`src/hw/rtl/assert_macros.svh`:
```
// Assertion macros for RTL files that check their own logic.
`ifndef ASSERT_MACROS_SVH
`define ASSERT_MACROS_SVH

// Same-cycle implication, checked on every rising edge outside reset.
`define ASSERT_IMPLIES(label, clk, rst_n, ante, cons) \
	label: assert property (@(posedge clk) disable iff (!rst_n) (ante) |-> (cons)) \
		else $error("same-cycle assertion failed");

// Next-cycle implication, checked on every rising edge outside reset.
`define ASSERT_NEXT(label, clk, rst_n, ante, cons) \
	label: assert property (@(posedge clk) disable iff (!rst_n) (ante) |=> (cons)) \
		else $error("next-cycle assertion failed");

`endif

```
`src/hw/rtl/lr_pkg.sv`:
```
// Types and constants shared by the line rasterizer modules.
`default_nettype none

package lr_pkg;

	// Width of every coordinate field on the ports.
	localparam int LR_FIELD_W = 6;
	localparam int LR_COLOR_W = 4;

	// Request layout on s_tdata, lowest field first.
	localparam int LR_SX_LSB   = 0;
	localparam int LR_SY_LSB   = 6;
	localparam int LR_EX_LSB   = 12;
	localparam int LR_EY_LSB   = 18;
	localparam int LR_COL_LSB  = 24;
	localparam int LR_S_DATA_W = 32;

	// Point layout on m_tdata, lowest field first.
	localparam int LR_PX_LSB   = 0;
	localparam int LR_PY_LSB   = 6;
	localparam int LR_PC_LSB   = 12;
	localparam int LR_M_DATA_W = 16;

	typedef enum logic [0:0] {
		LR_IDLE,
		LR_EMIT
	} lr_state_t;

	// Controller to datapath.
	typedef struct packed {
		logic load;
		logic step;
	} lr_cmd_t;

	// Datapath to controller.
	typedef struct packed {
		logic last;
	} lr_stat_t;

endpackage

`default_nettype wire

```
`src/hw/rtl/line_rasterizer.sv`:
```
// Top level of the line rasterizer: Bresenham line points from a line request.
//
//   channel  | dir | payload                                          | marker
//   ---------+-----+--------------------------------------------------+--------
//   s_axis   | in  | start_x, start_y, end_x, end_y, pen_color        | -
//   m_axis   | out | point_x, point_y, point_color                    | tlast
//
// A request is loaded, then N = max(|dx|,|dy|)+1 points (1 to 2^COORD_BITS)
// follow, one point per cycle from the single step unit of the datapath while
// m_axis does not stall. A stall on m_axis holds the current point.
// s_tready is high only while no request is in work. Reset clears the
// controller state; the datapath registers need none.
`default_nettype none

`include "assert_macros.svh"

module line_rasterizer
	import lr_pkg::*;
#(
	parameter int COORD_BITS = 6
) (
	input  wire logic                   clk,
	input  wire logic                   arst_n,
	input  wire logic                   s_tvalid,
	output logic                        s_tready,
	// [5:0] start_x, [11:6] start_y, [17:12] end_x, [23:18] end_y,
	// [27:24] pen_color, [31:28] zero
	input  wire logic [LR_S_DATA_W-1:0] s_tdata,
	output logic                        m_tvalid,
	input  wire logic                   m_tready,
	// [5:0] point_x, [11:6] point_y, [15:12] point_color
	output logic [LR_M_DATA_W-1:0]      m_tdata,
	// last_point
	output logic                        m_tlast
);

	lr_cmd_t  cmd;
	lr_stat_t stat;

	logic [COORD_BITS-1:0] pt_x, pt_y;
	logic [LR_COLOR_W-1:0] pt_color;

	// Controller: idle/emit sequencing and handshakes
	lr_ctrl u_ctrl (
		.clk       (clk),
		.arst_n    (arst_n),
		.req_valid (s_tvalid),
		.req_ready (s_tready),
		.pt_valid  (m_tvalid),
		.pt_ready  (m_tready),
		.cmd       (cmd),
		.stat      (stat)
	);

	// Datapath: coordinates wider than COORD_BITS drop their upper bits here
	lr_datapath #(
		.COORD_BITS (COORD_BITS)
	) u_dp (
		.clk         (clk),
		.cmd         (cmd),
		.stat        (stat),
		.start_x     (s_tdata[LR_SX_LSB +: COORD_BITS]),
		.start_y     (s_tdata[LR_SY_LSB +: COORD_BITS]),
		.end_x       (s_tdata[LR_EX_LSB +: COORD_BITS]),
		.end_y       (s_tdata[LR_EY_LSB +: COORD_BITS]),
		.pen_color   (s_tdata[LR_COL_LSB +: LR_COLOR_W]),
		.point_x     (pt_x),
		.point_y     (pt_y),
		.point_color (pt_color)
	);

	// Pack the point, zero-extending coordinates to the field width
	always_comb begin
		m_tdata = '0;
		m_tdata[LR_PX_LSB +: LR_FIELD_W] = LR_FIELD_W'(pt_x);
		m_tdata[LR_PY_LSB +: LR_FIELD_W] = LR_FIELD_W'(pt_y);
		m_tdata[LR_PC_LSB +: LR_COLOR_W] = pt_color;
	end

	assign m_tlast = stat.last;

	// Never take a request while a point is on offer
	`ASSERT_IMPLIES(a_ready_excl, clk, arst_n, s_tready, !m_tvalid)
	// A loaded request offers its first point in the next cycle
	`ASSERT_NEXT(a_load_emit, clk, arst_n, s_tvalid && s_tready, m_tvalid)
	// Taking the final point frees the block for the next request
	`ASSERT_NEXT(a_last_idle, clk, arst_n, m_tvalid && m_tready && m_tlast, s_tready)

endmodule

`default_nettype wire

```
`src/hw/rtl/lr_ctrl.sv`:
```
// Controller state machine of the line rasterizer.
`default_nettype none

module lr_ctrl
	import lr_pkg::*;
(
	input  wire logic     clk,
	input  wire logic     arst_n,
	input  wire logic     req_valid,
	output logic          req_ready,
	output logic          pt_valid,
	input  wire logic     pt_ready,
	output lr_cmd_t       cmd,
	input  wire lr_stat_t stat
);

	lr_state_t state_q;
	lr_state_t state_nxt;

	always_ff @(posedge clk or negedge arst_n) begin
		if (!arst_n) begin
			state_q <= LR_IDLE;
		end else begin
			state_q <= state_nxt;
		end
	end

	always_comb begin
		state_nxt = state_q;
		case (state_q)
			LR_IDLE: begin
				if (req_valid) state_nxt = LR_EMIT;
			end
			LR_EMIT: begin
				if (pt_ready && stat.last) state_nxt = LR_IDLE;
			end
			default: state_nxt = LR_IDLE;
		endcase
	end

	always_comb begin
		req_ready = 1'b0;
		pt_valid  = 1'b0;
		cmd       = '0;
		case (state_q)
			LR_IDLE: begin
				req_ready = 1'b1;
				cmd.load  = req_valid;
			end
			LR_EMIT: begin
				pt_valid = 1'b1;
				// advance only when the point is taken and more remain
				cmd.step = pt_ready && !stat.last;
			end
			default: begin
				req_ready = 1'b0;
			end
		endcase
	end

endmodule

`default_nettype wire

```
`src/hw/rtl/lr_datapath.sv`:
```
// Datapath of the line rasterizer: endpoint, delta and error registers.
`default_nettype none

module lr_datapath
	import lr_pkg::*;
#(
	parameter int COORD_BITS = 6
) (
	input  wire logic                  clk,
	input  wire lr_cmd_t               cmd,
	output lr_stat_t                   stat,
	input  wire logic [COORD_BITS-1:0] start_x,
	input  wire logic [COORD_BITS-1:0] start_y,
	input  wire logic [COORD_BITS-1:0] end_x,
	input  wire logic [COORD_BITS-1:0] end_y,
	input  wire logic [LR_COLOR_W-1:0] pen_color,
	output logic [COORD_BITS-1:0]      point_x,
	output logic [COORD_BITS-1:0]      point_y,
	output logic [LR_COLOR_W-1:0]      point_color
);

	localparam int ERR_W = COORD_BITS + 3;

	logic [COORD_BITS-1:0] x_q, y_q, ex_q, ey_q, dx_q, dy_q;
	logic [LR_COLOR_W-1:0] color_q;
	logic                  xneg_q, yneg_q, xmaj_q;
	logic [ERR_W-1:0]      err_q;

	logic [COORD_BITS-1:0] dx_ld, dy_ld;
	logic                  xmaj_ld;
	logic [ERR_W-1:0]      err_ld;
	logic [ERR_W-1:0]      dmaj2, dmin2, err_nxt;
	logic                  minor_step, x_step, y_step;

	// Load: absolute deltas, major axis and initial error
	always_comb begin
		dx_ld   = (end_x >= start_x) ? end_x - start_x : start_x - end_x;
		dy_ld   = (end_y >= start_y) ? end_y - start_y : start_y - end_y;
		xmaj_ld = dx_ld > dy_ld;
		if (xmaj_ld) begin
			err_ld = {2'b00, dy_ld, 1'b0} - {3'b000, dx_ld};
		end else begin
			err_ld = {2'b00, dx_ld, 1'b0} - {3'b000, dy_ld};
		end
	end

	// Step: major axis always moves, minor axis when the error is not negative
	always_comb begin
		dmaj2      = xmaj_q ? {2'b00, dx_q, 1'b0} : {2'b00, dy_q, 1'b0};
		dmin2      = xmaj_q ? {2'b00, dy_q, 1'b0} : {2'b00, dx_q, 1'b0};
		minor_step = !err_q[ERR_W-1];
		err_nxt    = err_q + dmin2 - (minor_step ? dmaj2 : '0);
		x_step     = xmaj_q || minor_step;
		y_step     = !xmaj_q || minor_step;
	end

	always_ff @(posedge clk) begin
		if (cmd.load) begin
			x_q     <= start_x;
			y_q     <= start_y;
			ex_q    <= end_x;
			ey_q    <= end_y;
			dx_q    <= dx_ld;
			dy_q    <= dy_ld;
			xneg_q  <= end_x < start_x;
			yneg_q  <= end_y < start_y;
			xmaj_q  <= xmaj_ld;
			err_q   <= err_ld;
			color_q <= pen_color;
		end else if (cmd.step) begin
			if (x_step) x_q <= xneg_q ? x_q - 1'b1 : x_q + 1'b1;
			if (y_step) y_q <= yneg_q ? y_q - 1'b1 : y_q + 1'b1;
			err_q <= err_nxt;
		end
	end

	assign stat.last   = xmaj_q ? (x_q == ex_q) : (y_q == ey_q);
	assign point_x     = x_q;
	assign point_y     = y_q;
	assign point_color = color_q;

endmodule

`default_nettype wire
```
`config.mk`:
```
export PLATFORM = sky130hd
export DESIGN_NAME = line_rasterizer
export DESIGN_NICKNAME = d
export VERILOG_FILES = /design/src/hw/rtl/lr_pkg.sv /design/src/hw/rtl/line_rasterizer.sv /design/src/hw/rtl/lr_ctrl.sv /design/src/hw/rtl/lr_datapath.sv
export VERILOG_INCLUDE_DIRS = /design/src /design/src/hw/rtl
export SDC_FILE = /design/constraint.sdc
export NUM_CORES = 1
export LEC_CHECK = 0
export BUFFER_PORTS_ARGS = -buffer_cell sky130_fd_sc_hd__buf_2
export CELL_PAD_IN_SITES_DETAIL_PLACEMENT = 1
export CELL_PAD_IN_SITES_GLOBAL_PLACEMENT = 2
export CORE_UTILIZATION = 38
export DETAILED_ROUTE_END_ITERATION = 7
export PLACE_DENSITY = 0.93
export SLEW_MARGIN = 20
export SYNTH_ARGS = -nofsm -noshare
export SYNTH_HDL_FRONTEND = slang
export SYNTH_HIERARCHICAL = 1
export SYNTH_SLANG_ARGS = --single-unit
export TNS_END_PERCENT = 1
```
`constraint.sdc`:
```
create_clock -name clk -period 4.4 [get_ports clk]
set_clock_uncertainty 0.1 [all_clocks]
set_input_delay 0.44 -clock clk [delete_from_list [all_inputs] [get_ports clk]]
set_output_delay 0.44 -clock clk [all_outputs]
set_load 0.005 [all_outputs]
```
---- After elaboration in Yosys (flattened, before gate mapping) ----
Cells that the tools add are included.
word-level totals
  output and inout bits ................... 19
  latch bits .............................. 0
  memories kept ........................... 0
  bits in registers ....................... 53
  memory bits (writable) .................. 0
  ROM bits ................................ 0
cells by class
  shifts and indexed selects .............. 0
  $lt $le $gt $ge ......................... 5
  multiplexer cells ....................... 24
  multiply operators ...................... 0
  reductions and logical operators ........ 12
  divide/modulo/power cells ............... 0
  bitwise operators ....................... 1
  equality and inequality tests ........... 2
  add/subtract/negate cells ............... 12
operators by type and width
  kind                 count
  $mux 6               10
  $mux 9               4
  $sub 6x6->6          4
  $sub 7x6->8          2
  $mux 7               2
  $add 6x1->6 const B  2
  $eq 6x6->1           2
  $ge 6x6->1           2
  $lt 6x6->1           2
  $sub 6x1->6 const B  2
  $add 9x9->9          1
  $sub 9x9->9          1
  $mux 1               7
  $gt 6x6->1           1
  $reduce_bool 2->1    3
  $reduce_and 2->1     2
  $logic_not 1->1      3
  $logic_and 1x1->1    2
  $logic_or 1x1->1     2
  $pmux 1 s2           1
  $not 1->1            1

---- Depth between registers and ports, before layout ----
  depth after elaboration ................. 7
  mapped depth ............................ 19
  mapped depth without buffers ............ 19

---- Modules after synthesis ----
The synthesis kept the hierarchy.
modules (own cells, without submodules)
  module       seq. area each (µm²)  instances  cells an instance  area an instance (µm²)
  lr_datapath  1,531.5               1          467                4,538.1
  lr_ctrl      25.0                  1          6                  60.1

---- Worst setup path after synthesis ----
No wires, ideal clock.
  kind .................................... input to register
  start point ............................. input port s_tdata[18]
  end point ............................... register u_dp.err_q[2] (data pin)
  arrival ................................. 3,807 ps
  setup time .............................. 260 ps
  stages .................................. 19
  path slack .............................. 233 ps
  cells stage by stage .................... inv_1 ha_1 inv_1 fa_1 a21o_1 o21ai_1 nand2_1 a211oi_1 a21oi_1 xor2_1 inv_1 ha_1 and2_1 a31o_2 a21oi_1 o21ai_1 a21oi_4 mux2i_1 mux2_4
on the way
  longest elaborated chain between the ends .. 5
  elaborated cells on any way between the ends .. 9
  those cells by class .................... add/sub (4); order compare (2); mux (3)
RTL lines
  what                                              line                   text
  start, declared                                   line_rasterizer.sv:28  input wire logic [LR_S_DATA_W-1:0] s_tdata,
  $sub 6x6->6 / $ge 6x6->1 (equally long branches)  lr_datapath.sv:38      dy_ld = (end_y >= start_y) ? end_y - start_y : start_y - end_y;
  $mux 6 (*)                                        lr_datapath.sv:38
  net u_dp.dy_ld[5]                                 lr_datapath.sv:29      logic [COORD_BITS-1:0] dx_ld, dy_ld;
  $gt 6x6->1 (*)                                    lr_datapath.sv:39      xmaj_ld = dx_ld > dy_ld;
  $mux 9 (*)                                        lr_datapath.sv:40      if (xmaj_ld) begin
  $mux 9 (*)                                        lr_datapath.sv:58      if (cmd.load) begin
  end signal, assigned                              lr_datapath.sv:68      err_q <= err_ld;
  end signal, assigned                              lr_datapath.sv:73      err_q <= err_nxt;
  end, declared                                     lr_datapath.sv:27      logic [ERR_W-1:0] err_q;
Mark *: on every way through the listed nets, which the timed path passes. The rest lies on a longest branch.
A chain may end at the register's enable or synchronous reset.

---- Worst setup path after layout ----
  start point ............................. input port s_tdata[18]
  end point ............................... register u_dp.err_q[5] (data pin)
on the way
  longest elaborated chain between the ends .. 5
  elaborated cells on any way between the ends .. 9
  those cells by class .................... add/sub (4); order compare (2); mux (3)
RTL lines
  what                                              line
  $sub 6x6->6 / $ge 6x6->1 (equally long branches)  lr_datapath.sv:38
  $mux 6 (*)                                        lr_datapath.sv:38
  net u_dp.dy_ld[5]                                 lr_datapath.sv:29
  $sub 7x6->8 / $gt 6x6->1 (equally long branches)  lr_datapath.sv:43, lr_datapath.sv:39
  $mux 9 (*)                                        lr_datapath.sv:40
  $mux 9 (*)                                        lr_datapath.sv:58
Marked as above.

==> results by group <==
Run status
  • Status: complete, but fails checks
  • Failing checks: design-rule violations

Die
  • Die ar.: 12500 sq um
  • Die X: approximately 110 um
  • Core ar.: approximately 12000 sq um
  • Initial Utilization: 39.6%
  • I/O pin count: 55
  • Num rows: 39
  • Die height: 112 um

Final layout
  • ANT cells: 0
  • Synthesis-to-finish area growth: 16.2%
  • Multi-input gate area: 2720 sq um
  • Cell area after layout: 5340 sq um
  • FILL cells: 1371
  • Register area: 1560 sq um
  • Final net count: 640
  • Ratio of cells with drive above 1 in the final layout: 18.5%

Placement
  • Setup WS pre-CTS: -0.0729 ns
  • IO buf count: 50
  • Post-detail-place hpwl: between 9 and 10 mm
  • Post-DP Area: 5180 sq um
  • Final Wtd Congestion: 0.823

Clock tree
  • Inserted Clock Buffers: 5
  • # resized after CTS: 0
  • Maximum root-to-sink buffer count: 2
  • Clk_lat worst skew: 0.31 ns
  • Clock-pin transition on the worst setup and hold timing paths: ~0.07 ns
  • Num Clock Sinks: 52
  • H-tree levels: 2
  • TritonCTS clock tree: done
  • Root Buffer: clkbuf_16

Synthesis
  • Sequential share of the synthesized area: 33.9%
  • Largest family of logic cells by synthesized area: adder cells
  • Multiplexer area fraction after synthesis: 4.90%
  • Adder and majority cell fraction of the synthesized area: 18.2%
  • Share of the synthesized area in the top cell type: 33.3%
  • Synthesis Warnings: 6
  • Primary FF master, synth: edfxtp_1
  • Cells after Synth: roughly 470
  • Syn nets: 568
  • Post-synthesis area per instance: 9.72 sq um
  • Simple-gate share of the synthesized area: 10.5%
  • Distinct cell type count after synthesis: 61
  • Post-synth EDFFs: 51
  • Biggest area consumer among synthesized cells: edfxtp_1
  • Yosys reg bits: 52
  • Synth top cells by count: 69 x inv_1, 51 x edfxtp_1, 46 x ha_1, 37 x a21oi_1, 30 x xnor2_1
  • Async set-reset flop share out of synthesis: 1.92%
  • Cell Area, Synth: ~4600 sq um
  • Synth area leaders: edfxtp_1 33%, ha_1 13%, xnor2_1 5.7%
  • Most frequent cell after synthesis: inv_1
  • Synth Area in Compound Gates: about 16%
  • XOR/XNOR Fraction of Synth Area: 9.31%

Global routing
  • GRT Total Usage: 19.4%
  • First-pass GRT wire length: 19.0 mm
  • Initial antenna violation count: 0
  • Gr ovfl total: 0
  • Largest net degree at the start of global routing: 50
  • Vias in the first global route: 3860

Timing
  • Hold_ws: 0.210 ns
  • Setup WS post-layout: about 0.22 ns
  • Worst slew margin: 32.7%
  • Final Hold Viols: 0
  • Post-route setup TNS: 0 ns
  • Worst-Margin Slew: roughly 1 ns
  • Final period util: 95.0%
  • Setup-failing EPs final: 0
  • Final worst path period need: 4.18 ns
  • Max Transition Viols Final: 0
  • Fmax: 239 MHz

Setup path
  • Worst setup SP type: input pin
  • Crit. End Element: register
  • Crit path max fanout: 3
  • Crit Path Class: input pin to register
  • Max incr delay on CP: 0.38 ns
  • Worst Path Required: around 4.3 ns
  • Critical path buffer and inverter count: 5
  • Worst path slowest cell: fa_1
  • Worst Path Arrival: just over 4 ns
  • Delay-heaviest family, CP: compound AO/OA/AOI/OAI gates
  • Critical path cell sequence: buf_2 -> inv_1 -> ha_1 -> inv_1 -> fa_1 -> a21o_1 -> o21ai_1 -> nand2_1 -> a211oi_1 -> a21oi_1 -> xor2_1 -> inv_1 -> ha_1 -> and2_1 -> a31o_2 -> a21oi_1 -> o21ai_1 -> a21oi_4 -> buf_4 -> mux2i_1 -> a21oi_1

Detailed routing
  • Detailed Route WL: between 10 and 15 mm
  • Initial DRC Count: ~170
  • Pre-Repair DR Iteration Count: 7
  • Avg WL per Cell: 16.2 um
  • DRC Markers: 3
  • DRT antenna net count: 0
  • Via-to-Cell Ratio: between 5 and 6
  • Via count: 3606

Pwr
  • Leak: 2.47 nW
  • Worst vdd ir: 0.000262 V
  • Power, Total: a little over 3 mW
  • Pwr/cell area: between 500 and 600 nW/um^2

Job
  • Maxcap violations: 0

Hold path
  • Worst min path class: input pin to register
==> registers in the layout (all words and copies together) (netlist names), 4 cells and up <==
| signal | count |
|---|---|
| u_dp/err_q | 8 |
| u_dp/ey_q | 6 |
| u_dp/ex_q | 6 |
| u_dp/dx_q | 6 |
| u_dp/point_color | 4 |
| u_dp/point_y | 6 |
| u_dp/dy_q | 6 |
| u_dp/point_x | 6 |
==> timing repair <==
action                                  in CTS  in global routing
hold endpoints to repair                     1                  0
buffers inserted                             0                  1
hold buffers                                 1                  0
endpoints found under the setup margin       0                  2
==> metal layers <==
metal  GRT usage (%)  share of wire, %
met2            34.3                49
met1            24.4                46
met3            3.16               3.2
met4            5.24               1.4
met5               0                 0
==> stage by stage <==
step / utilization (%) / instances
after CTS: 45.9 / 688
after detailed placement: 44.6 / 679
final: 46.0 / 689
after global routing: 46.0 / 689
after floorplan: - / 473
after global placement: 44.6 / 679
==> cell usage in the layout, fill, tap and decap left out, types with 2 or more instances in the layout <==
cell       netlist  routed
a211oi_1         6       6
a21o_1          16      16
a21oi_1         37      37
a31oi_1          4       4
and2_1           5       5
and3_1           3       3
buf_2            3      50
buf_4            0      25
clkbuf_16        0       5
edfxtp_1        51      51
fa_1            13      13
ha_1            46      46
inv_1           69      69
inv_2            3       3
mux2i_1         21      21
nand2_1         22      22
nand2b_1         4       4
nand3_1          6       6
nand4_1          3       3
nand4b_1         3       3
nor2_1          25      25
nor2b_1          6       6
nor3_1           2       2
nor4_1           2       2
o21a_1           4       4
o21ai_0         17      17
o21ai_1          5       5
o21bai_1         5       5
o221ai_1         2       2
o31ai_1          3       3
or3_1            3       3
xnor2_1         30      30
xor2_1          17      17
==> where the power goes <==
part | internal (mW) | leakage [nW] | switching, mW
logic | 0.850 | 1.92 | 0.979
registers | 0.736 | 0.481 | 0.0848
clock network | 0.212 | 0.0702 | 0.185
==> final cells by class <==
class	count	share of cell area, %
Clock buffer	5	2.34
Clock inverter	3	0.398
Inverter	72	5.06
Multi-Input combinational cell	337	51.0
Sequential cell	52	29.1
Tap cell	143	3.35
Timing Repair Buffer	77	8.76
==> logic make-up after synthesis <==
logic type | Yosys count
muxes | 22
buffers and inverters | 84
DFF | 52
adders and majority gates | 59
AOI/OAI and AO/OA | 116
and+or+nand+nor | 92
xor gates and xnor gates | 48
==> path summary, 6_finish.rpt <==
kind,startpoint,end,slack [ns],cells past startpoint
worst max register to register,u_dp/xmaj_q,u_dp/err_q[8],0.70,15
min in group asynchronous,arst_n,u_ctrl/state_q,0.33,2
worst min-delay path,s_tdata[25],u_dp/point_color[1],0.21,1
max in group asynchronous,arst_n,u_ctrl/state_q,3.79,2
worst min register to register,u_ctrl/state_q,u_ctrl/state_q,0.44,1
worst max-delay path,s_tdata[18],u_dp/err_q[5],0.22,21
Note: power is estimated with default switching activity, not from simulation.
